===== src/rtl/core/atcp_pkg.sv =====
// Shared types, constants and helper functions of the ANSI text console parser.
`timescale 1ns / 1ps
`default_nettype none
package atcp_pkg;

  // Default sizes, handed to the top level as parameter defaults.
  localparam int unsigned MaxColumns = 256;
  localparam int unsigned MaxRows    = 128;
  localparam int unsigned SeqChars   = 32;
  localparam int unsigned MaxParams  = 16;

  // Register reset values and fixed field constants.
  localparam logic [8:0]  ColumnsReset = 9'd80;
  localparam logic [7:0]  RowsReset    = 8'd25;
  localparam logic [7:0]  AttrReset    = 8'h0F;
  localparam logic [7:0]  AttrDefault  = 8'h07;
  localparam int unsigned ParamW       = 15;
  localparam logic [14:0] ParamSat     = 15'h7FFF;
  localparam logic [15:0] BlankGlyph   = 16'h0020;
  localparam logic [15:0] AsciiLast    = 16'h007F;

  // Configuration register indexes.
  localparam int unsigned CfgIdxW    = 2;
  localparam logic [1:0]  RegColumns = 2'd0;
  localparam logic [1:0]  RegRows    = 2'd1;

  // Control characters.
  localparam logic [7:0] ChBs  = 8'h08;
  localparam logic [7:0] ChHt  = 8'h09;
  localparam logic [7:0] ChLf  = 8'h0A;
  localparam logic [7:0] ChVt  = 8'h0B;
  localparam logic [7:0] ChCr  = 8'h0D;
  localparam logic [7:0] ChEsc = 8'h1B;

  // Sequence characters.
  localparam logic [7:0] ChLbr  = 8'h5B;
  localparam logic [7:0] ChSemi = 8'h3B;
  localparam logic [7:0] Ch0    = 8'h30;
  localparam logic [7:0] Ch9    = 8'h39;
  localparam logic [7:0] FinIch = 8'h40;
  localparam logic [7:0] FinCuu = 8'h41;
  localparam logic [7:0] FinCud = 8'h42;
  localparam logic [7:0] FinCuf = 8'h43;
  localparam logic [7:0] FinCub = 8'h44;
  localparam logic [7:0] FinCnl = 8'h45;
  localparam logic [7:0] FinCpl = 8'h46;
  localparam logic [7:0] FinCha = 8'h47;
  localparam logic [7:0] FinCup = 8'h48;
  localparam logic [7:0] FinEd  = 8'h4A;
  localparam logic [7:0] FinEl  = 8'h4B;
  localparam logic [7:0] FinIl  = 8'h4C;
  localparam logic [7:0] FinDl  = 8'h4D;
  localparam logic [7:0] FinDch = 8'h50;
  localparam logic [7:0] FinEch = 8'h58;
  localparam logic [7:0] FinHpr = 8'h61;
  localparam logic [7:0] FinVpa = 8'h64;
  localparam logic [7:0] FinVpr = 8'h65;
  localparam logic [7:0] FinHvp = 8'h66;
  localparam logic [7:0] FinScp = 8'h73;
  localparam logic [7:0] FinRcp = 8'h75;
  localparam logic [7:0] FinSgr = 8'h6D;

  // Command kinds on the result channel.
  typedef enum logic [1:0] {
    KIND_PUT    = 2'd0,
    KIND_BLANK  = 2'd1,
    KIND_SCROLL = 2'd2
  } kind_e;

  // Pending action of one item.
  typedef enum logic [1:0] {
    ACT_NONE,
    ACT_GLYPH,
    ACT_RUN
  } act_e;

  // Escape parse stage.
  typedef enum logic [1:0] {
    ESC_TEXT,
    ESC_START,
    ESC_PARAMS,
    ESC_POISON
  } esc_e;

  // Digit group mode.
  typedef enum logic [1:0] {
    TOK_IDLE,
    TOK_DIGITS,
    TOK_DROP
  } tok_e;

  // Controller states.
  typedef enum logic [3:0] {
    S_IDLE,
    S_PREP,
    S_DIV,
    S_EXEC,
    S_SGR_RD,
    S_SGR_EX,
    S_FORM,
    S_TAIL,
    S_OUT_A,
    S_OUT_S,
    S_CRUN,
    S_OUT_C
  } state_e;

  // Commands from the controller to the datapath.
  typedef struct packed {
    logic load;
    logic prep;
    logic div_step;
    logic exec;
    logic sgr_rd;
    logic sgr_ex;
    logic form;
    logic clear;
    logic tail;
    logic push_slot;
    logic push_scroll;
    logic last;
  } cmd_t;

  // Status from the datapath to the controller.
  typedef struct packed {
    logic early;
    logic sgr_start;
    logic sgr_done;
    logic slot_valid;
    logic tail;
    logic out_free;
  } status_t;

  // SGR color palette, normal and bright rows.
  function automatic logic [3:0] sgr_color(input logic bright, input logic [2:0] idx);
    logic [3:0] c;
    unique case (idx)
      3'd0: c = 4'h0;
      3'd1: c = 4'h4;
      3'd2: c = 4'h2;
      3'd3: c = 4'h6;
      3'd4: c = 4'h1;
      3'd5: c = 4'h5;
      3'd6: c = 4'h3;
      default: c = 4'h7;
    endcase
    return {bright, c[2:0]};
  endfunction

endpackage
`default_nettype wire


===== src/rtl/core/atcp_ram.sv =====
// Generic single write port RAM with one registered read port.
`timescale 1ns / 1ps
`default_nettype none
module atcp_ram #(
  parameter int unsigned Width = 8,
  parameter int unsigned Depth = 16
) (
  input  wire logic                     clk_i,
  input  wire logic                     we_i,
  input  wire logic [$clog2(Depth)-1:0] waddr_i,
  input  wire logic [Width-1:0]         wdata_i,
  input  wire logic                     re_i,
  input  wire logic [$clog2(Depth)-1:0] raddr_i,
  output logic      [Width-1:0]         rdata_o
);

  logic [Width-1:0] mem_q [Depth];
  logic [Width-1:0] rdata_q;

  // Write port.
  always_ff @(posedge clk_i) begin
    if (we_i) begin
      mem_q[waddr_i] <= wdata_i;
    end
  end

  // Registered read port.
  always_ff @(posedge clk_i) begin
    if (re_i) begin
      rdata_q <= mem_q[raddr_i];
    end
  end

  assign rdata_o = rdata_q;

endmodule
`default_nettype wire


===== src/rtl/core/atcp_ctrl.sv =====
// Controller state machine that sequences one transaction through the datapath.
`timescale 1ns / 1ps
`default_nettype none
module atcp_ctrl #(
  parameter int unsigned CELL_W = 16
) (
  input  wire logic               clk_i,
  input  wire logic               rst_ni,
  input  wire logic               in_valid_i,
  output logic                    in_ready_o,
  input  wire atcp_pkg::status_t  st_i,
  output atcp_pkg::cmd_t          cmd_o
);

  localparam int unsigned CntW = $clog2(CELL_W + 1);

  atcp_pkg::state_e state_q, state_d;
  logic [CntW-1:0]  div_cnt_q, div_cnt_d;

  // State and remainder step counter.
  always_ff @(posedge clk_i or negedge rst_ni) begin
    if (!rst_ni) begin
      state_q   <= atcp_pkg::S_IDLE;
      div_cnt_q <= '0;
    end else begin
      state_q   <= state_d;
      div_cnt_q <= div_cnt_d;
    end
  end

  // Next state.
  always_comb begin
    state_d   = state_q;
    div_cnt_d = div_cnt_q;
    unique case (state_q)
      atcp_pkg::S_IDLE: begin
        if (in_valid_i) state_d = atcp_pkg::S_PREP;
      end
      atcp_pkg::S_PREP: begin
        div_cnt_d = '0;
        state_d   = st_i.early ? atcp_pkg::S_IDLE : atcp_pkg::S_DIV;
      end
      atcp_pkg::S_DIV: begin
        div_cnt_d = div_cnt_q + CntW'(1);
        if (div_cnt_q == CntW'(CELL_W - 1)) state_d = atcp_pkg::S_EXEC;
      end
      atcp_pkg::S_EXEC: begin
        state_d = st_i.sgr_start ? atcp_pkg::S_SGR_RD : atcp_pkg::S_FORM;
      end
      atcp_pkg::S_SGR_RD: state_d = atcp_pkg::S_SGR_EX;
      atcp_pkg::S_SGR_EX: begin
        state_d = st_i.sgr_done ? atcp_pkg::S_FORM : atcp_pkg::S_SGR_RD;
      end
      atcp_pkg::S_FORM: state_d = atcp_pkg::S_TAIL;
      atcp_pkg::S_TAIL: state_d = atcp_pkg::S_OUT_A;
      atcp_pkg::S_OUT_A: begin
        if (!st_i.slot_valid || st_i.out_free) begin
          state_d = st_i.tail ? atcp_pkg::S_OUT_S : atcp_pkg::S_IDLE;
        end
      end
      atcp_pkg::S_OUT_S: begin
        if (st_i.out_free) state_d = atcp_pkg::S_CRUN;
      end
      atcp_pkg::S_CRUN: state_d = atcp_pkg::S_OUT_C;
      atcp_pkg::S_OUT_C: begin
        if (st_i.out_free) state_d = atcp_pkg::S_IDLE;
      end
      default: state_d = atcp_pkg::S_IDLE;
    endcase
  end

  // Commands.
  always_comb begin
    cmd_o      = '0;
    in_ready_o = 1'b0;
    unique case (state_q)
      atcp_pkg::S_IDLE: begin
        in_ready_o = 1'b1;
        cmd_o.load = in_valid_i;
      end
      atcp_pkg::S_PREP:   cmd_o.prep     = 1'b1;
      atcp_pkg::S_DIV:    cmd_o.div_step = 1'b1;
      atcp_pkg::S_EXEC:   cmd_o.exec     = 1'b1;
      atcp_pkg::S_SGR_RD: cmd_o.sgr_rd   = 1'b1;
      atcp_pkg::S_SGR_EX: cmd_o.sgr_ex   = 1'b1;
      atcp_pkg::S_FORM: begin
        cmd_o.form  = 1'b1;
        cmd_o.clear = 1'b1;
      end
      atcp_pkg::S_TAIL: cmd_o.tail = 1'b1;
      atcp_pkg::S_OUT_A: begin
        cmd_o.push_slot = st_i.slot_valid && st_i.out_free;
        cmd_o.last      = !st_i.tail;
      end
      atcp_pkg::S_OUT_S: cmd_o.push_scroll = st_i.out_free;
      atcp_pkg::S_CRUN:  cmd_o.form        = 1'b1;
      atcp_pkg::S_OUT_C: begin
        cmd_o.push_slot = st_i.out_free;
        cmd_o.last      = 1'b1;
      end
      default: cmd_o = '0;
    endcase
  end

  // A result is never pushed over one that is still waiting.
  a_push_free: assert property (@(posedge clk_i) disable iff (!rst_ni)
    (cmd_o.push_slot || cmd_o.push_scroll) |-> st_i.out_free)
    else $error("result pushed while output register busy");

  // An accepted transaction always starts its preparation step.
  a_accept_prep: assert property (@(posedge clk_i) disable iff (!rst_ni)
    (in_valid_i && in_ready_o) |=> (state_q == atcp_pkg::S_PREP))
    else $error("accepted transaction did not enter preparation");

  // The remainder loop stays within the dividend width.
  a_div_bound: assert property (@(posedge clk_i) disable iff (!rst_ni)
    (state_q == atcp_pkg::S_DIV) |-> (div_cnt_q < CntW'(CELL_W)))
    else $error("remainder step count out of range");

  // A scroll is always followed by its blank row.
  a_scroll_run: assert property (@(posedge clk_i) disable iff (!rst_ni)
    cmd_o.push_scroll |=> (state_q == atcp_pkg::S_CRUN))
    else $error("scroll not followed by blank row");

endmodule
`default_nettype wire


===== src/rtl/core/atcp_dp.sv =====
// Datapath: configuration, cursor, parser state, arithmetic and result register.
`timescale 1ns / 1ps
`default_nettype none
module atcp_dp #(
  parameter int unsigned MAX_COLUMNS = atcp_pkg::MaxColumns,
  parameter int unsigned MAX_ROWS    = atcp_pkg::MaxRows,
  parameter int unsigned SEQ_CHARS   = atcp_pkg::SeqChars,
  parameter int unsigned MAX_PARAMS  = atcp_pkg::MaxParams
) (
  input  wire logic                           clk_i,
  input  wire logic                           rst_ni,
  input  wire logic                           cfg_valid_i,
  input  wire logic [atcp_pkg::CfgIdxW-1:0]   cfg_index_i,
  input  wire logic [8:0]                     cfg_data_i,
  input  wire logic [15:0]                    code_point_i,
  input  wire atcp_pkg::cmd_t                 cmd_i,
  output atcp_pkg::status_t                   st_o,
  output logic                                out_valid_o,
  input  wire logic                           out_ready_i,
  output logic [1:0]                          command_kind_o,
  output logic [15:0]                         cell_position_o,
  output logic [15:0]                         cell_count_o,
  output logic [7:0]                          cell_style_o,
  output logic [15:0]                         glyph_o,
  output logic                                last_command_o
);

  localparam int unsigned ColW  = $clog2(MAX_COLUMNS + 1);
  localparam int unsigned RowW  = $clog2(MAX_ROWS + 1);
  localparam int unsigned CellW = $clog2(MAX_COLUMNS * MAX_ROWS + 1);
  localparam int unsigned AW    = atcp_pkg::ParamW + ColW + 3;
  localparam int unsigned BufW  = $clog2(SEQ_CHARS);
  localparam int unsigned TotW  = $clog2(MAX_PARAMS + 1);
  localparam int unsigned IdxW  = $clog2(MAX_PARAMS);
  localparam int unsigned PW    = atcp_pkg::ParamW;

  // Clamp a signed position into 0..lim.
  function automatic logic signed [AW-1:0] clamp_cell(input logic signed [AW-1:0] val,
                                                      input logic signed [AW-1:0] lim);
    logic signed [AW-1:0] r;
    if (val[AW-1]) r = '0;
    else if (val > lim) r = lim;
    else r = val;
    return r;
  endfunction

  // Configuration and control state.
  logic [8:0]            columns_q;
  logic [7:0]            rows_q;
  logic [CellW-1:0]      cursor_q, saved_q;
  atcp_pkg::esc_e        stage_q;
  logic [TotW-1:0]       total_q;
  logic [BufW-1:0]       buf_q;
  logic [1:0]            field_q;
  atcp_pkg::tok_e        tok_q;
  logic                  first_q, second_q;
  logic [7:0]            attr_q;
  logic                  bright_q;
  logic                  out_valid_q;

  // Item payload and working registers.
  logic [15:0]           code_q;
  logic [ColW-1:0]       w_q;
  logic [CellW-1:0]      n_q;
  logic signed [AW-1:0]  yw_q;
  logic [ColW-1:0]       rem_q;
  logic [CellW-1:0]      dvd_q;
  logic [PW-1:0]         cur_q, y0_q, y1_q;
  atcp_pkg::act_e        act_q;
  logic signed [AW-1:0]  lo_q, hi_q, p_q;
  logic [15:0]           glyph_q;
  logic                  fin_q, tail_q;
  logic [TotW-1:0]       sgr_idx_q;
  logic                  slot_valid_q;
  atcp_pkg::kind_e       slot_kind_q;
  logic [15:0]           slot_pos_q, slot_cnt_q, slot_glyph_q;
  logic [1:0]            out_kind_q;
  logic [15:0]           out_pos_q, out_cnt_q, out_glyph_q;
  logic [7:0]            out_style_q;
  logic                  out_last_q;

  // Clamped geometry and current parameter values.
  logic [ColW-1:0]       w_c;
  logic [RowW-1:0]       h_c;
  logic [7:0]            v;
  logic [PW-1:0]         y_c, x_c;
  logic [ColW-1:0]       col;

  assign v   = code_q[7:0];
  assign col = rem_q;
  assign y_c = first_q ? y0_q : '0;
  assign x_c = (first_q && second_q) ? y1_q : '0;

  always_comb begin
    if (columns_q == 9'd0) w_c = ColW'(1);
    else if (32'(columns_q) > MAX_COLUMNS) w_c = ColW'(MAX_COLUMNS);
    else w_c = ColW'(columns_q);
    if (rows_q == 8'd0) h_c = RowW'(1);
    else if (32'(rows_q) > MAX_ROWS) h_c = RowW'(MAX_ROWS);
    else h_c = RowW'(rows_q);
  end

  // Signed views of the working values.
  logic signed [AW-1:0] ps, ys, xs, ws, ns, cs, ss;
  assign ps = AW'(cursor_q);
  assign ys = AW'(y_c);
  assign xs = AW'(x_c);
  assign ws = AW'(w_q);
  assign ns = AW'(n_q);
  assign cs = AW'(col);
  assign ss = AW'(saved_q);

  // One restoring remainder step.
  logic [ColW:0] r2;
  assign r2 = {rem_q, dvd_q[CellW-1]};

  // Parameter store.
  logic            ram_we;
  logic [IdxW-1:0] ram_waddr;
  logic [PW-1:0]   ram_wdata;
  logic [PW-1:0]   ram_rdata;

  atcp_ram #(
    .Width(PW),
    .Depth(MAX_PARAMS)
  ) u_params (
    .clk_i  (clk_i),
    .we_i   (ram_we && cmd_i.exec),
    .waddr_i(ram_waddr),
    .wdata_i(ram_wdata),
    .re_i   (cmd_i.sgr_rd),
    .raddr_i(sgr_idx_q[IdxW-1:0]),
    .rdata_o(ram_rdata)
  );

  // Effect of one item: cursor move, pending glyph or run, parser updates.
  atcp_pkg::act_e       e_act;
  logic signed [AW-1:0] e_lo, e_hi, e_p;
  logic [15:0]          e_glyph;
  atcp_pkg::esc_e       e_stage;
  logic                 e_fin, e_sgr, e_saved_we;
  logic [BufW-1:0]      n_buf;
  logic [1:0]           n_field;
  atcp_pkg::tok_e       n_tok;
  logic [TotW-1:0]      n_total;
  logic                 n_first, n_second;
  logic [PW+3:0]        nv;
  logic                 is_digit;

  always_comb begin
    e_act      = atcp_pkg::ACT_NONE;
    e_lo       = ps;
    e_hi       = ps;
    e_p        = ps;
    e_glyph    = code_q;
    e_stage    = stage_q;
    e_fin      = 1'b0;
    e_sgr      = 1'b0;
    e_saved_we = 1'b0;
    n_buf      = buf_q;
    n_field    = field_q;
    n_tok      = tok_q;
    n_total    = total_q;
    n_first    = first_q;
    n_second   = second_q;
    ram_we     = 1'b0;
    ram_waddr  = total_q[IdxW-1:0];
    ram_wdata  = '0;
    nv         = 5'd10 * cur_q + (PW + 4)'(v[3:0]);
    is_digit   = (v >= atcp_pkg::Ch0) && (v <= atcp_pkg::Ch9);
    if (stage_q == atcp_pkg::ESC_TEXT) begin
      // Plain text and control characters.
      if (code_q > atcp_pkg::AsciiLast) begin
        e_act = atcp_pkg::ACT_GLYPH;
        e_p   = ps + AW'(1);
      end else begin
        unique case (v)
          atcp_pkg::ChLf: e_p = ps + ws - cs;
          atcp_pkg::ChVt: e_p = ps + ws;
          atcp_pkg::ChCr: e_p = ps - cs;
          atcp_pkg::ChHt: e_p = ps + AW'(3'd4 - {1'b0, col[1:0]});
          atcp_pkg::ChBs: begin
            e_p     = ps - AW'(1);
            e_lo    = ps - AW'(1);
            e_act   = atcp_pkg::ACT_GLYPH;
            e_glyph = atcp_pkg::BlankGlyph;
          end
          atcp_pkg::ChEsc: e_stage = atcp_pkg::ESC_START;
          default: begin
            e_act = atcp_pkg::ACT_GLYPH;
            e_p   = ps + AW'(1);
          end
        endcase
      end
    end else if (is_digit || v == atcp_pkg::ChSemi) begin
      // Collect one parameter character.
      if (buf_q < BufW'(SEQ_CHARS - 1)) begin
        n_buf = buf_q + BufW'(1);
        if (v == atcp_pkg::ChSemi) begin
          n_tok = atcp_pkg::TOK_IDLE;
          if (field_q < 2'd2) n_field = field_q + 2'd1;
        end else if (tok_q == atcp_pkg::TOK_IDLE) begin
          if (total_q < TotW'(MAX_PARAMS)) begin
            ram_we    = 1'b1;
            ram_wdata = PW'(v[3:0]);
            n_total   = total_q + TotW'(1);
            n_tok     = atcp_pkg::TOK_DIGITS;
          end else begin
            n_tok = atcp_pkg::TOK_DROP;
          end
          if (field_q == 2'd0) n_first = 1'b1;
          else if (field_q == 2'd1) n_second = 1'b1;
        end else if (tok_q == atcp_pkg::TOK_DIGITS) begin
          ram_we    = 1'b1;
          ram_waddr = IdxW'(total_q - TotW'(1));
          ram_wdata = (nv > (PW + 4)'(atcp_pkg::ParamSat)) ? atcp_pkg::ParamSat : PW'(nv);
        end
      end
    end else begin
      // Final character of a sequence.
      e_fin   = 1'b1;
      e_stage = atcp_pkg::ESC_TEXT;
      e_act   = atcp_pkg::ACT_NONE;
      unique case (v)
        atcp_pkg::FinIch: begin
          e_act = atcp_pkg::ACT_RUN;
          e_hi  = ps + ys;
        end
        atcp_pkg::FinCuu: e_p = ps - yw_q;
        atcp_pkg::FinCud, atcp_pkg::FinVpr: e_p = ps + yw_q;
        atcp_pkg::FinCuf, atcp_pkg::FinHpr: e_p = ps + ys;
        atcp_pkg::FinCub: e_p = ps - ys;
        atcp_pkg::FinCnl: if (y_c != '0) e_p = ps - cs + yw_q;
        atcp_pkg::FinCpl: if (y_c != '0) e_p = ps - cs - yw_q;
        atcp_pkg::FinCha: e_p = ps - cs + ys;
        atcp_pkg::FinCup, atcp_pkg::FinHvp: begin
          e_p = ((y_c != '0) ? (yw_q - ws) : AW'(0)) + ((x_c != '0) ? (xs - AW'(1)) : AW'(0));
        end
        atcp_pkg::FinEd: begin
          e_act = atcp_pkg::ACT_RUN;
          e_lo  = (y_c == PW'(1)) ? ps : AW'(0);
          e_hi  = ns;
        end
        atcp_pkg::FinEl: begin
          if (y_c == PW'(0)) begin
            e_act = atcp_pkg::ACT_RUN;
            e_hi  = ps + ws - cs + AW'(1);
          end else if (y_c == PW'(1)) begin
            e_act = atcp_pkg::ACT_RUN;
            e_lo  = ps - cs;
          end else if (y_c == PW'(2)) begin
            e_act = atcp_pkg::ACT_RUN;
            e_lo  = ps - cs;
            e_hi  = ps - cs + ws;
          end
        end
        atcp_pkg::FinIl: begin
          e_act = atcp_pkg::ACT_RUN;
          e_lo  = ps - cs;
          e_hi  = yw_q - cs;
        end
        atcp_pkg::FinDl: begin
          e_act = atcp_pkg::ACT_RUN;
          e_lo  = yw_q + cs + AW'(1);
          e_hi  = ps + ws - cs + AW'(1);
        end
        atcp_pkg::FinDch: begin
          e_act = atcp_pkg::ACT_RUN;
          e_lo  = ps - ys + AW'(1);
          e_hi  = ps + AW'(1);
          e_p   = ps - ys;
        end
        atcp_pkg::FinEch: begin
          e_act = atcp_pkg::ACT_RUN;
          e_lo  = ps - ys;
        end
        atcp_pkg::FinVpa: e_p = yw_q + cs;
        atcp_pkg::FinScp: e_saved_we = 1'b1;
        atcp_pkg::FinRcp: e_p = ss;
        atcp_pkg::FinSgr: e_sgr = (total_q != '0);
        default: e_p = ps;
      endcase
    end
  end

  // SGR code of one stored parameter.
  logic [7:0]    sgr_attr;
  logic          sgr_bright;
  logic [PW-1:0] x30, x40;
  assign x30 = ram_rdata - PW'(30);
  assign x40 = ram_rdata - PW'(40);

  always_comb begin
    sgr_attr   = attr_q;
    sgr_bright = bright_q;
    if (ram_rdata == PW'(0)) begin
      sgr_attr   = atcp_pkg::AttrDefault;
      sgr_bright = 1'b1;
    end else if (ram_rdata == PW'(2)) begin
      sgr_bright = 1'b0;
    end else if (ram_rdata == PW'(22)) begin
      sgr_bright = 1'b1;
    end else if (ram_rdata >= PW'(30) && ram_rdata <= PW'(37)) begin
      sgr_attr = {attr_q[7:4], atcp_pkg::sgr_color(bright_q, x30[2:0])};
    end else if (ram_rdata >= PW'(40) && ram_rdata <= PW'(47)) begin
      sgr_attr = {atcp_pkg::sgr_color(bright_q, x40[2:0]), attr_q[3:0]};
    end else if (ram_rdata == PW'(38) || ram_rdata == PW'(39)) begin
      sgr_attr = {attr_q[7:4], 4'h7};
    end else if (ram_rdata == PW'(49)) begin
      sgr_attr = {4'h0, attr_q[3:0]};
    end
  end

  // Result slot from the pending action.
  logic signed [AW-1:0] f_a, f_b, f_cnt;
  logic signed [AW-1:0] t_p;
  assign f_a   = clamp_cell(lo_q, ns);
  assign f_b   = clamp_cell(hi_q - AW'(1), ns);
  assign f_cnt = f_b - f_a + AW'(1);
  assign t_p   = (p_q > ns) ? (p_q - ws) : p_q;

  logic out_free;
  assign out_free = !out_valid_q || out_ready_i;

  // Control state registers.
  always_ff @(posedge clk_i or negedge rst_ni) begin
    if (!rst_ni) begin
      columns_q   <= atcp_pkg::ColumnsReset;
      rows_q      <= atcp_pkg::RowsReset;
      cursor_q    <= '0;
      saved_q     <= '0;
      stage_q     <= atcp_pkg::ESC_TEXT;
      total_q     <= '0;
      buf_q       <= '0;
      field_q     <= '0;
      tok_q       <= atcp_pkg::TOK_IDLE;
      first_q     <= 1'b0;
      second_q    <= 1'b0;
      attr_q      <= atcp_pkg::AttrReset;
      bright_q    <= 1'b1;
      out_valid_q <= 1'b0;
    end else begin
      if (cfg_valid_i) begin
        unique case (cfg_index_i)
          atcp_pkg::RegColumns: columns_q <= cfg_data_i;
          atcp_pkg::RegRows:    rows_q    <= cfg_data_i[7:0];
          default: ;
        endcase
      end
      if (cmd_i.prep && st_o.early) begin
        if (v == atcp_pkg::ChLbr) begin
          if (stage_q != atcp_pkg::ESC_POISON) begin
            stage_q <= atcp_pkg::esc_e'(2'(stage_q) + 2'd1);
          end
        end else begin
          stage_q <= atcp_pkg::ESC_TEXT;
        end
      end
      if (cmd_i.exec) begin
        stage_q  <= e_stage;
        buf_q    <= n_buf;
        field_q  <= n_field;
        tok_q    <= n_tok;
        total_q  <= n_total;
        first_q  <= n_first;
        second_q <= n_second;
        if (e_saved_we) saved_q <= CellW'(clamp_cell(ps, ns));
      end
      if (cmd_i.sgr_ex) begin
        attr_q   <= sgr_attr;
        bright_q <= sgr_bright;
      end
      if (cmd_i.clear && fin_q) begin
        total_q  <= '0;
        buf_q    <= '0;
        field_q  <= '0;
        tok_q    <= atcp_pkg::TOK_IDLE;
        first_q  <= 1'b0;
        second_q <= 1'b0;
      end
      if (cmd_i.tail) cursor_q <= CellW'(clamp_cell(t_p, ns));
      if (cmd_i.push_slot || cmd_i.push_scroll) out_valid_q <= 1'b1;
      else if (out_ready_i) out_valid_q <= 1'b0;
    end
  end

  // Working registers of the item in flight.
  always_ff @(posedge clk_i) begin
    if (cmd_i.load) code_q <= code_point_i;
    if (cmd_i.prep) begin
      w_q   <= w_c;
      n_q   <= CellW'(CellW'(w_c) * CellW'(h_c));
      yw_q  <= AW'(y_c) * AW'(w_c);
      rem_q <= '0;
      dvd_q <= cursor_q;
    end
    if (cmd_i.div_step) begin
      rem_q <= (r2 >= {1'b0, w_q}) ? ColW'(r2 - {1'b0, w_q}) : ColW'(r2);
      dvd_q <= {dvd_q[CellW-2:0], 1'b0};
    end
    if (cmd_i.exec) begin
      act_q     <= e_act;
      lo_q      <= e_lo;
      hi_q      <= e_hi;
      p_q       <= e_p;
      glyph_q   <= e_glyph;
      fin_q     <= e_fin;
      sgr_idx_q <= '0;
      if (ram_we) begin
        cur_q <= ram_wdata;
        if (ram_waddr == IdxW'(0)) y0_q <= ram_wdata;
        if (ram_waddr == IdxW'(1)) y1_q <= ram_wdata;
      end
    end
    if (cmd_i.sgr_ex) sgr_idx_q <= sgr_idx_q + TotW'(1);
    if (cmd_i.clear && fin_q) begin
      y0_q <= '0;
      y1_q <= '0;
    end
    if (cmd_i.form) begin
      slot_pos_q <= f_a[15:0];
      if (act_q == atcp_pkg::ACT_GLYPH) begin
        slot_valid_q <= 1'b1;
        slot_kind_q  <= atcp_pkg::KIND_PUT;
        slot_cnt_q   <= 16'd1;
        slot_glyph_q <= glyph_q;
      end else begin
        slot_valid_q <= (act_q == atcp_pkg::ACT_RUN) && (lo_q < hi_q);
        slot_kind_q  <= atcp_pkg::KIND_BLANK;
        slot_cnt_q   <= f_cnt[15:0];
        slot_glyph_q <= atcp_pkg::BlankGlyph;
      end
    end
    if (cmd_i.tail) begin
      tail_q <= p_q > ns;
      p_q    <= t_p;
      lo_q   <= t_p;
      hi_q   <= t_p + ws;
      act_q  <= atcp_pkg::ACT_RUN;
    end
    if (cmd_i.push_slot) begin
      out_kind_q  <= 2'(slot_kind_q);
      out_pos_q   <= slot_pos_q;
      out_cnt_q   <= slot_cnt_q;
      out_glyph_q <= slot_glyph_q;
      out_style_q <= attr_q;
      out_last_q  <= cmd_i.last;
    end else if (cmd_i.push_scroll) begin
      out_kind_q  <= 2'(atcp_pkg::KIND_SCROLL);
      out_pos_q   <= '0;
      out_cnt_q   <= '0;
      out_glyph_q <= '0;
      out_style_q <= attr_q;
      out_last_q  <= 1'b0;
    end
  end

  // Status back to the controller.
  always_comb begin
    st_o.early      = (stage_q != atcp_pkg::ESC_TEXT) &&
                      ((v == atcp_pkg::ChLbr) || (stage_q != atcp_pkg::ESC_PARAMS));
    st_o.sgr_start  = e_sgr;
    st_o.sgr_done   = (sgr_idx_q + TotW'(1)) == total_q;
    st_o.slot_valid = slot_valid_q;
    st_o.tail       = tail_q;
    st_o.out_free   = out_free;
  end

  assign out_valid_o     = out_valid_q;
  assign command_kind_o  = out_kind_q;
  assign cell_position_o = out_pos_q;
  assign cell_count_o    = out_cnt_q;
  assign cell_style_o    = out_style_q;
  assign glyph_o         = out_glyph_q;
  assign last_command_o  = out_last_q;

endmodule
`default_nettype wire


===== src/rtl/core/ansi_text_console_parser.sv =====
// The cursor column comes from a restoring remainder unit that takes one dividend bit per
// cycle. An SGR sequence reads and applies each stored parameter in turn; a scroll adds
// a scroll command and a blank row command; escape bytes that only change the parse stage
// skip the remainder unit. The block takes one item at a time; the next item is taken
// while the last result waits. Reset clears the control state and the output valid flag,
// but not the parameter store or the working and result payload registers.
`timescale 1ns / 1ps
`default_nettype none
module ansi_text_console_parser #(
  parameter int unsigned MAX_COLUMNS = atcp_pkg::MaxColumns,
  parameter int unsigned MAX_ROWS    = atcp_pkg::MaxRows,
  parameter int unsigned SEQ_CHARS   = atcp_pkg::SeqChars,
  parameter int unsigned MAX_PARAMS  = atcp_pkg::MaxParams
) (
  input  wire logic                         clk_i,
  input  wire logic                         rst_ni,
  input  wire logic                         cfg_valid_i,
  output logic                              cfg_ready_o,
  input  wire logic [atcp_pkg::CfgIdxW-1:0] cfg_index_i,
  input  wire logic [8:0]                   cfg_data_i,
  input  wire logic                         in_valid_i,
  output logic                              in_ready_o,
  input  wire logic [15:0]                  code_point_i,
  output logic                              out_valid_o,
  input  wire logic                         out_ready_i,
  output logic [1:0]                        command_kind_o,
  output logic [15:0]                       cell_position_o,
  output logic [15:0]                       cell_count_o,
  output logic [7:0]                        cell_style_o,
  output logic [15:0]                       glyph_o,
  output logic                              last_command_o
);

  localparam int unsigned CellW = $clog2(MAX_COLUMNS * MAX_ROWS + 1);

  atcp_pkg::cmd_t    cmd;
  atcp_pkg::status_t st;

  // Configuration writes are always taken.
  assign cfg_ready_o = 1'b1;

  // Sequencer.
  atcp_ctrl #(
    .CELL_W(CellW)
  ) u_ctrl (
    .clk_i     (clk_i),
    .rst_ni    (rst_ni),
    .in_valid_i(in_valid_i),
    .in_ready_o(in_ready_o),
    .st_i      (st),
    .cmd_o     (cmd)
  );

  // Cursor, parser and result datapath.
  atcp_dp #(
    .MAX_COLUMNS(MAX_COLUMNS),
    .MAX_ROWS   (MAX_ROWS),
    .SEQ_CHARS  (SEQ_CHARS),
    .MAX_PARAMS (MAX_PARAMS)
  ) u_dp (
    .clk_i          (clk_i),
    .rst_ni         (rst_ni),
    .cfg_valid_i    (cfg_valid_i),
    .cfg_index_i    (cfg_index_i),
    .cfg_data_i     (cfg_data_i),
    .code_point_i   (code_point_i),
    .cmd_i          (cmd),
    .st_o           (st),
    .out_valid_o    (out_valid_o),
    .out_ready_i    (out_ready_i),
    .command_kind_o (command_kind_o),
    .cell_position_o(cell_position_o),
    .cell_count_o   (cell_count_o),
    .cell_style_o   (cell_style_o),
    .glyph_o        (glyph_o),
    .last_command_o (last_command_o)
  );

endmodule
`default_nettype wire


===== config.mk =====
export PLATFORM = sky130hd
export DESIGN_NAME = ansi_text_console_parser
export DESIGN_NICKNAME = d
export VERILOG_FILES = /design/src/rtl/core/atcp_pkg.sv /design/src/rtl/core/atcp_ram.sv /design/src/rtl/core/atcp_ctrl.sv /design/src/rtl/core/atcp_dp.sv /design/src/rtl/core/ansi_text_console_parser.sv
export SDC_FILE = /design/constraint.sdc
export NUM_CORES = 2
export LEC_CHECK = 0
export BUFFER_PORTS_ARGS = -buffer_cell sky130_fd_sc_hd__buf_2
export CORE_UTILIZATION = 32
export DETAILED_ROUTE_END_ITERATION = 7
export GPL_TIMING_DRIVEN = 1
export RECOVER_POWER = 100
export SLEW_MARGIN = 20
export SYNTH_ARGS = -nofsm -noshare
export SYNTH_HDL_FRONTEND = slang
export SYNTH_SLANG_ARGS = --single-unit
export TNS_END_PERCENT = 30

===== constraint.sdc =====
create_clock -name clk_i -period 7.6 [get_ports clk_i]
set_input_delay 1.52 -clock clk_i [delete_from_list [all_inputs] [get_ports clk_i]]
set_output_delay 1.52 -clock clk_i [all_outputs]
set_load 0.02 [all_outputs]

**Word-level counts from Yosys, hierarchy flattened**

Memory sizes are Yosys's and may differ from the RTL's. A register that Yosys moved wholly into a read port is not among the register bits.
Cells that the tools add are included.
Widths: inputs -> output; s select.

- Flip-flop bits (word level): 437
- RAM bits: 240
- Input bits: 32
- Output and inout bits: 62
- Word-level logic and storage cells: 469
- Memories kept: 1

- Add/subtract/negate cells: 39
- $mul: 3
- Order comparisons: 20
- Equality and inequality tests: 87
- Mux-type cells: 194
- Reduce and logical (&&, ||, !) cells: 79

Memories:

| name | depth | width | read ports | clocked after Yosys merged registers in | write ports | RTL line | RTL |
|---|---|---|---|---|---|---|---|
| u_dp.u_params.mem_q | 16 | 15 | 1 | 1 | 1 | atcp_ram.sv:17 | `logic [Width-1:0] mem_q [Depth];` |

Operators with widths:

| cell | count |
|---|---|
| $mux 27 | 26 |
| $pmux 27 s6 | 3 |
| $mux 16 | 17 |
| $pmux 27 s10 | 1 |
| $eq 8x7->1 const B | 23 |
| $mux 15 | 9 |
| $gt 27x17->1 | 4 |
| $mux 8 | 11 |
| $add 27x2->27 const B | 3 |
| $mux 5 | 15 |
| $mux 2 | 34 |
| $add 27x10->27 | 2 |
| $mux 1 | 53 |
| $mux 4 | 13 |
| $sub 24x9->25 | 2 |
| $pmux 4 s12 | 1 |
| $eq 15x6->1 const B | 3 |
| $mux 9 | 5 |
| $pmux 3 s7 | 2 |
| $eq 8x4->1 const B | 5 |
| $reduce_bool 2->1 | 17 |
| $eq 15x2->1 const B | 2 |
| $le 15x6->1 const B | 2 |
| $logic_not 15->1 | 2 |
| other kinds (88) | 167 |

**Depth between registers and ports, before layout**

- Word-level depth: 10
- Gate-level depth with buffers: 31
- Gate-level depth less buffers: 31

**Cells and area by module**

Synthesis repeated with hierarchy kept, for this count alone.

- Cells, all modules: 6509
- Area total of the unflattened synthesis: 59751.1 µm²

Modules (own cells, without submodules):

| module | times used | cells each | area each (µm²) | seq. area each (µm²) |
|---|---|---|---|---|
| atcp_dp | 1 | 6004 | 49404.9 | 12119.1 |
| atcp_ram | 1 | 406 | 9596.7 | 7657.3 |
| atcp_ctrl | 1 | 97 | 738.2 | 225.2 |
| ansi_text_console_parser | 1 | 2 | 11.3 | 0.0 |

**Least setup slack after synthesis**

No wires, ideal clock.

- Kind: register to register
- Start point: register u_dp.columns_q[5]
- End point: register u_dp.yw_q[23], data pin
- Setup time: 0.260 ns
- Data arrival time: 6.072 ns
- Data required time: 7.340 ns
- Setup slack: 1.268 ns
- Stages on the path, launching flop included: 27
- Path buffers: 2
- Clock period less this slack: 6.332 ns
- Path through: dfrtp_1 -> nor4_1 -> a21oi_1 -> or2_2 -> clkbuf_1 -> inv_2 -> clkbuf_1 -> nand2_1 -> fa_1 -> fa_1 -> inv_1 -> ha_1 -> inv_1 -> fa_1 -> inv_1 -> ha_1 -> a21o_1 -> a21oi_1 -> o21ai_0 -> o41ai_1 -> o21ai_0 -> o41a_1 -> a41o_1 -> o211a_1 -> a21o_1 -> a21oi_1 -> xnor2_1

- Longest elaborated chain between the ends: 4
- Elaborated cells between the ends (all ways): 5
- Those cells by class: 1 x mul; 1 x order compare; 2 x mux; 1 x reduce/logical

RTL lines:

| what | RTL line | RTL |
|---|---|---|
| from (decl) | atcp_dp.sv:48 | `logic [8:0] columns_q;` |
| from (signal assigned) | atcp_dp.sv:328 | `columns_q <= atcp_pkg::ColumnsReset;` |
| from (signal assigned) | atcp_dp.sv:345 | `atcp_pkg::RegColumns: columns_q <= cfg_data_i;` |
| $gt 9x9->1 | atcp_dp.sv:96 | `else if (32'(columns_q) > MAX_COLUMNS) w_c = ColW'(MAX_COLUMNS);` |
| $mux 9 | atcp_dp.sv:96 |  |
| $mux 9 * | atcp_dp.sv:95 | `if (columns_q == 9'd0) w_c = ColW'(1);` |
| net u_dp.w_c[0] | atcp_dp.sv:83 | `logic [ColW-1:0] w_c;` |
| $mul 15x9->24 * | atcp_dp.sv:393 | `yw_q <= AW'(y_c) * AW'(w_c);` |
| to (signal assigned) | atcp_dp.sv:393 |  |
| to (decl) | atcp_dp.sv:65 | `logic signed [AW-1:0] yw_q;` |

Mark *: on every way through the listed nets, which the timed path passes. The rest lies on a longest branch.
A chain may end at the register's enable or synchronous reset.

**Worst setup path in the final report**

- Start point: register u_dp.w_q[2]
- End point: register u_dp.p_q[21], data pin

- Longest elaborated chain between the ends: 8
- Elaborated cells between the ends (all ways): 14
- Those cells by class: 5 x add/sub; 9 x mux

RTL lines:

| what | RTL line | RTL |
|---|---|---|
| from (decl) | atcp_dp.sv:63 | `logic [ColW-1:0] w_q;` |
| from (signal assigned) | atcp_dp.sv:391 | `w_q <= w_c;` |
| $sub 24x9->25 | atcp_dp.sv:237 | `e_p = ((y_c != '0) ? (yw_q - ws) : AW'(0)) + ((x_c != '0) ? (xs - AW'(1)) : AW'(0));` |
| $mux 27 | atcp_dp.sv:237 |  |
| $add 27x27->27 | atcp_dp.sv:237 |  |
| $pmux 27 s10 | atcp_dp.sv:224 | `unique case (v)` |
| $mux 27 | atcp_dp.sv:195 | `end else if (is_digit \|\| v == atcp_pkg::ChSemi) begin` |
| $mux 27 | atcp_dp.sv:171 | `if (stage_q == atcp_pkg::ESC_TEXT) begin` |
| $mux 27 | atcp_dp.sv:401 | `if (cmd_i.exec) begin` |
| $mux 27 * | atcp_dp.sv:434 | `if (cmd_i.tail) begin` |
| to (signal assigned) | atcp_dp.sv:405 | `p_q <= e_p;` |
| to (signal assigned) | atcp_dp.sv:436 | `p_q <= t_p;` |
| to (decl) | atcp_dp.sv:70 | `logic signed [AW-1:0] lo_q, hi_q, p_q;` |

Mark *: on every way between the ends. The rest lies on a longest branch, timed or not. The select of a mux whose other input is x is not followed.

==> run summary <==
outcome -> finished, violations left
failing checks -> DRC, capacitance limit, slew limit
vias in the first global route -> 50400
clk buf depth -> 3
met2 WL -> 99900 um
Synthesized Nets -> 7024
fmax -> 136 MHz
Reg clk slew, reported paths -> 80 ps
number of synthesized register bits -> 691
RSZ-0062 raised after global routing -> no
Clock Sinks -> 691
Setup crit start kind -> register
WL per Instance -> 25.8 um
number of nets in the layout -> 7084
Worst Hold Class -> register to register
Post-Route M1 WL -> 95000 um
H-tree levels -> 3
setup tns final -> 0 ps
Relative slew margins -> -1.78
effective utilization at floorplan -> 0.322
commonest non-fill, non-tap cell in the layout -> nor2_1
Required @ worst endpoint -> 8050 ps
gr usage total -> 0.241
Worst Skew -> 34.6 ps
CP Class -> register to register
cell row count -> 157
max-slew violation count -> 632
Post-Synth Adder-Cell Area -> 0.161
Worst Tran Pin Value -> 4170 ps
DP HPWL -> 181000 um
Final Cycle Share -> 0.971
FF-to-FF setup slack -> 220 ps
Mapped Area -> 59000 um2
Clock Latency Late Sink -> 730 ps
Setup Viol. Count Final -> 0
Mean Syn Cell Area -> 9.33 um2
TritonRoute pass-1 iters -> 8
I/O Pins -> 94
largest net degree at the start of global routing -> 63
ANT nets after route -> 0
FF-to-FF End -> u_dp.p_q[21]
HP Start -> u_dp.attr_q[6]
Synth Area in XOR/XNOR -> 0.0599
max cap viols -> 16
Hold Crit Depth -> 0
cell count after synthesis -> 6327
Top Metal Used -> met5
total wire length -> 230000 um
Netlist cell types -> 101
FF-to-FF path depth -> 23
Post-Synth Simple-Gate Area -> 0.171
Place WS -> 194 ps
WHS Endpoint -> u_dp.cell_style_o[6]
Die Width -> 432 um
Crit Reg-Reg Startpoint -> u_dp.w_q[2]
CTS tree -> done
layout cells sized above 1 -> 0.0733
drt via density -> 5.83
clk root buf -> clkbuf_16
drt drc -> 1
Power Dens Cells -> 410 nW/um2
Vias -> 52000
Seq/Total Area, Yosys -> 0.339
fin crit period -> 7380 ps
leakage power -> 25.0 nW
Die Ht -> 432 um
synth warn -> 0
share of the synthesized area in the top cell type -> 0.291
first-pass GRT wire length -> 334000 um
area grow syn2layout -> 10.7%
Yosys top cell by area -> edfxtp_1
Starting DRT DRC Count -> 5678
most area-consuming cells after synthesis -> edfxtp_1 (29%), ha_1 (11%), fa_1 (5.3%), nor2_1 (4.0%), xnor2_1 (3.9%)
Post-synth EDFFs -> 572
met3 wire length -> 22200 um
CTS Buf Count -> 79
final hold vios -> 0
setup ws final -> 223 ps
Peak VDD IR -> 0.265 mV
mux cell area share after synthesis -> 0.0461
worst-path maximum fanout -> 9
Synth Area in Compound Gates -> 0.175
CP Capture Type -> register
total global routing overflow -> 0
largest family of logic cells by synthesized area -> compound AO/OA/AOI/OAI gates
Top FF cell, synth -> edfxtp_1
GP Congestion -> 1.04
Buffers on Ports -> 92
most frequent cells in the layout -> nor2_1 (622), edfxtp_1 (572), ha_1 (509)
crit path DAT -> 7820 ps
ys async rst share -> 0.124
die area -> 186000 um2
initial antenna violation count -> 9
Post-CTS Repair Setup Buffers -> 0
Core Region -> 183000 um2
==> stage by stage <==
step | area (um2) | power (mW) | hold slack, ps | util | cells
after floorplan | 59000 | 16.6 | 425 | - | 6327
after global placement | 63000 | 22.1 | 428 | 0.344 | 8770
after detailed placement | 63000 | 22.3 | 438 | 0.344 | 8770
after CTS | 65700 | 26.3 | 452 | 0.359 | 8913
after global routing | 65400 | 28.2 | 469 | 0.357 | 8913
final | 65400 | 26.8 | 451 | 0.357 | 8914
==> registers in the layout (all words and copies together), names as in the netlist, 24 cells and up <==
register,count
u_dp.hi_q,27
u_dp.lo_q,27
u_dp.p_q,27
u_dp.u_params.mem_q,240
u_dp.yw_q,24
==> area by class of cell <==
class | count | area (um2)
inverters | 448 | 1680
fillers | 18600 | 118000
flip-flops and latches | 691 | 20000
repair buffers | 287 | 1660
well taps | 2464 | 3080
clock inverters | 48 | 602
diodes | 1 | 2.50
multi-input cells | 4880 | 36300
clock buffers | 95 | 2040
==> worst max path at each step <==
stage                            startpoint                 to  depth (start not counted)
after floorplan           u_dp.columns_q[5]      u_dp.yw_q[23]                         26
after global placement          u_dp.n_q[9]   u_dp.cursor_q[3]                         22
after detailed placement        u_dp.n_q[9]   u_dp.cursor_q[9]                         22
after CTS                       u_dp.n_q[9]  u_dp.cursor_q[11]                         22
after global routing            u_dp.n_q[9]   u_dp.cursor_q[4]                         22
final                           u_dp.w_q[2]       u_dp.p_q[21]                         23
==> report_power, final <==
part           switching [mW]  total [mW]  internal, mW
sequential              0.786        5.87          5.08
combinational            11.2        17.0          5.82
clock                    1.76        3.93          2.17
==> cell usage after synthesis, drive strengths merged, types with 27 or more instances <==
master  number
or2         37
nor4        58
fa         155
clkbuf     281
nand3      144
ha         510
o31ai       48
mux4        75
dfrtp       76
and2       127
o221ai      40
xor2       138
inv        440
xnor2      263
o21bai      35
a31oi       58
a211oi      69
o211ai      49
a21o        97
nor3       166
a21oi      360
o22ai       38
edfxtp     572
nand4       68
o21ai      329
nand2b      75
a221oi      72
nand2      494
buf         27
nor2       624
o21a        57
nor2b       96
dfxtp       33
or3         61
mux2i       77
and3        55
==> cells by family after synthesis <==
| family | Yosys count |
|---|---|
| AND/OR/NAND/NOR | 2094 |
| AO/OA/AOI/OAI | 1543 |
| buffers and inverters | 756 |
| flip-flops | 691 |
| adder cells (fa/ha/maj) | 665 |
| XOR/XNOR | 402 |
| multiplexers | 175 |
| other | 1 |
==> worst max-delay path, stage by stage (launching register included) <==
cell and delay (ps):
edfxtp_1 680, inv_1 360, ha_1 410, o21ai_0 120, a21boi_0 150, o21ai_0 430, a21oi_1 170, o21ai_0 250
a21boi_0 160, o21ai_0 520, nand4_1 530, or3_1 470, a21oi_1 160, ha_1 300, o21a_1 260, nor2b_1 140
o21ai_0 160, nand2b_1 100, nand2_1 90, nand2b_1 70, o31ai_1 390, xnor2_1 140, a2111oi_0 870, a211oi_1 170
==> layer usage <==
| metal | up-vias | GRT usage |
|---|---|---|
| li1 | 23300 | - |
| met1 | 25400 | 0.323 |
| met2 | 2724 | 0.372 |
| met3 | 560 | 0.0472 |
| met4 | 12 | 0.115 |
| met5 | - | 0 |
==> repair_timing <==
action	CTS	global route
resized for setup	0	1
endpoints found under the setup margin	0	12
hold buffers	0	0
(Power assumes the default switching activity.)
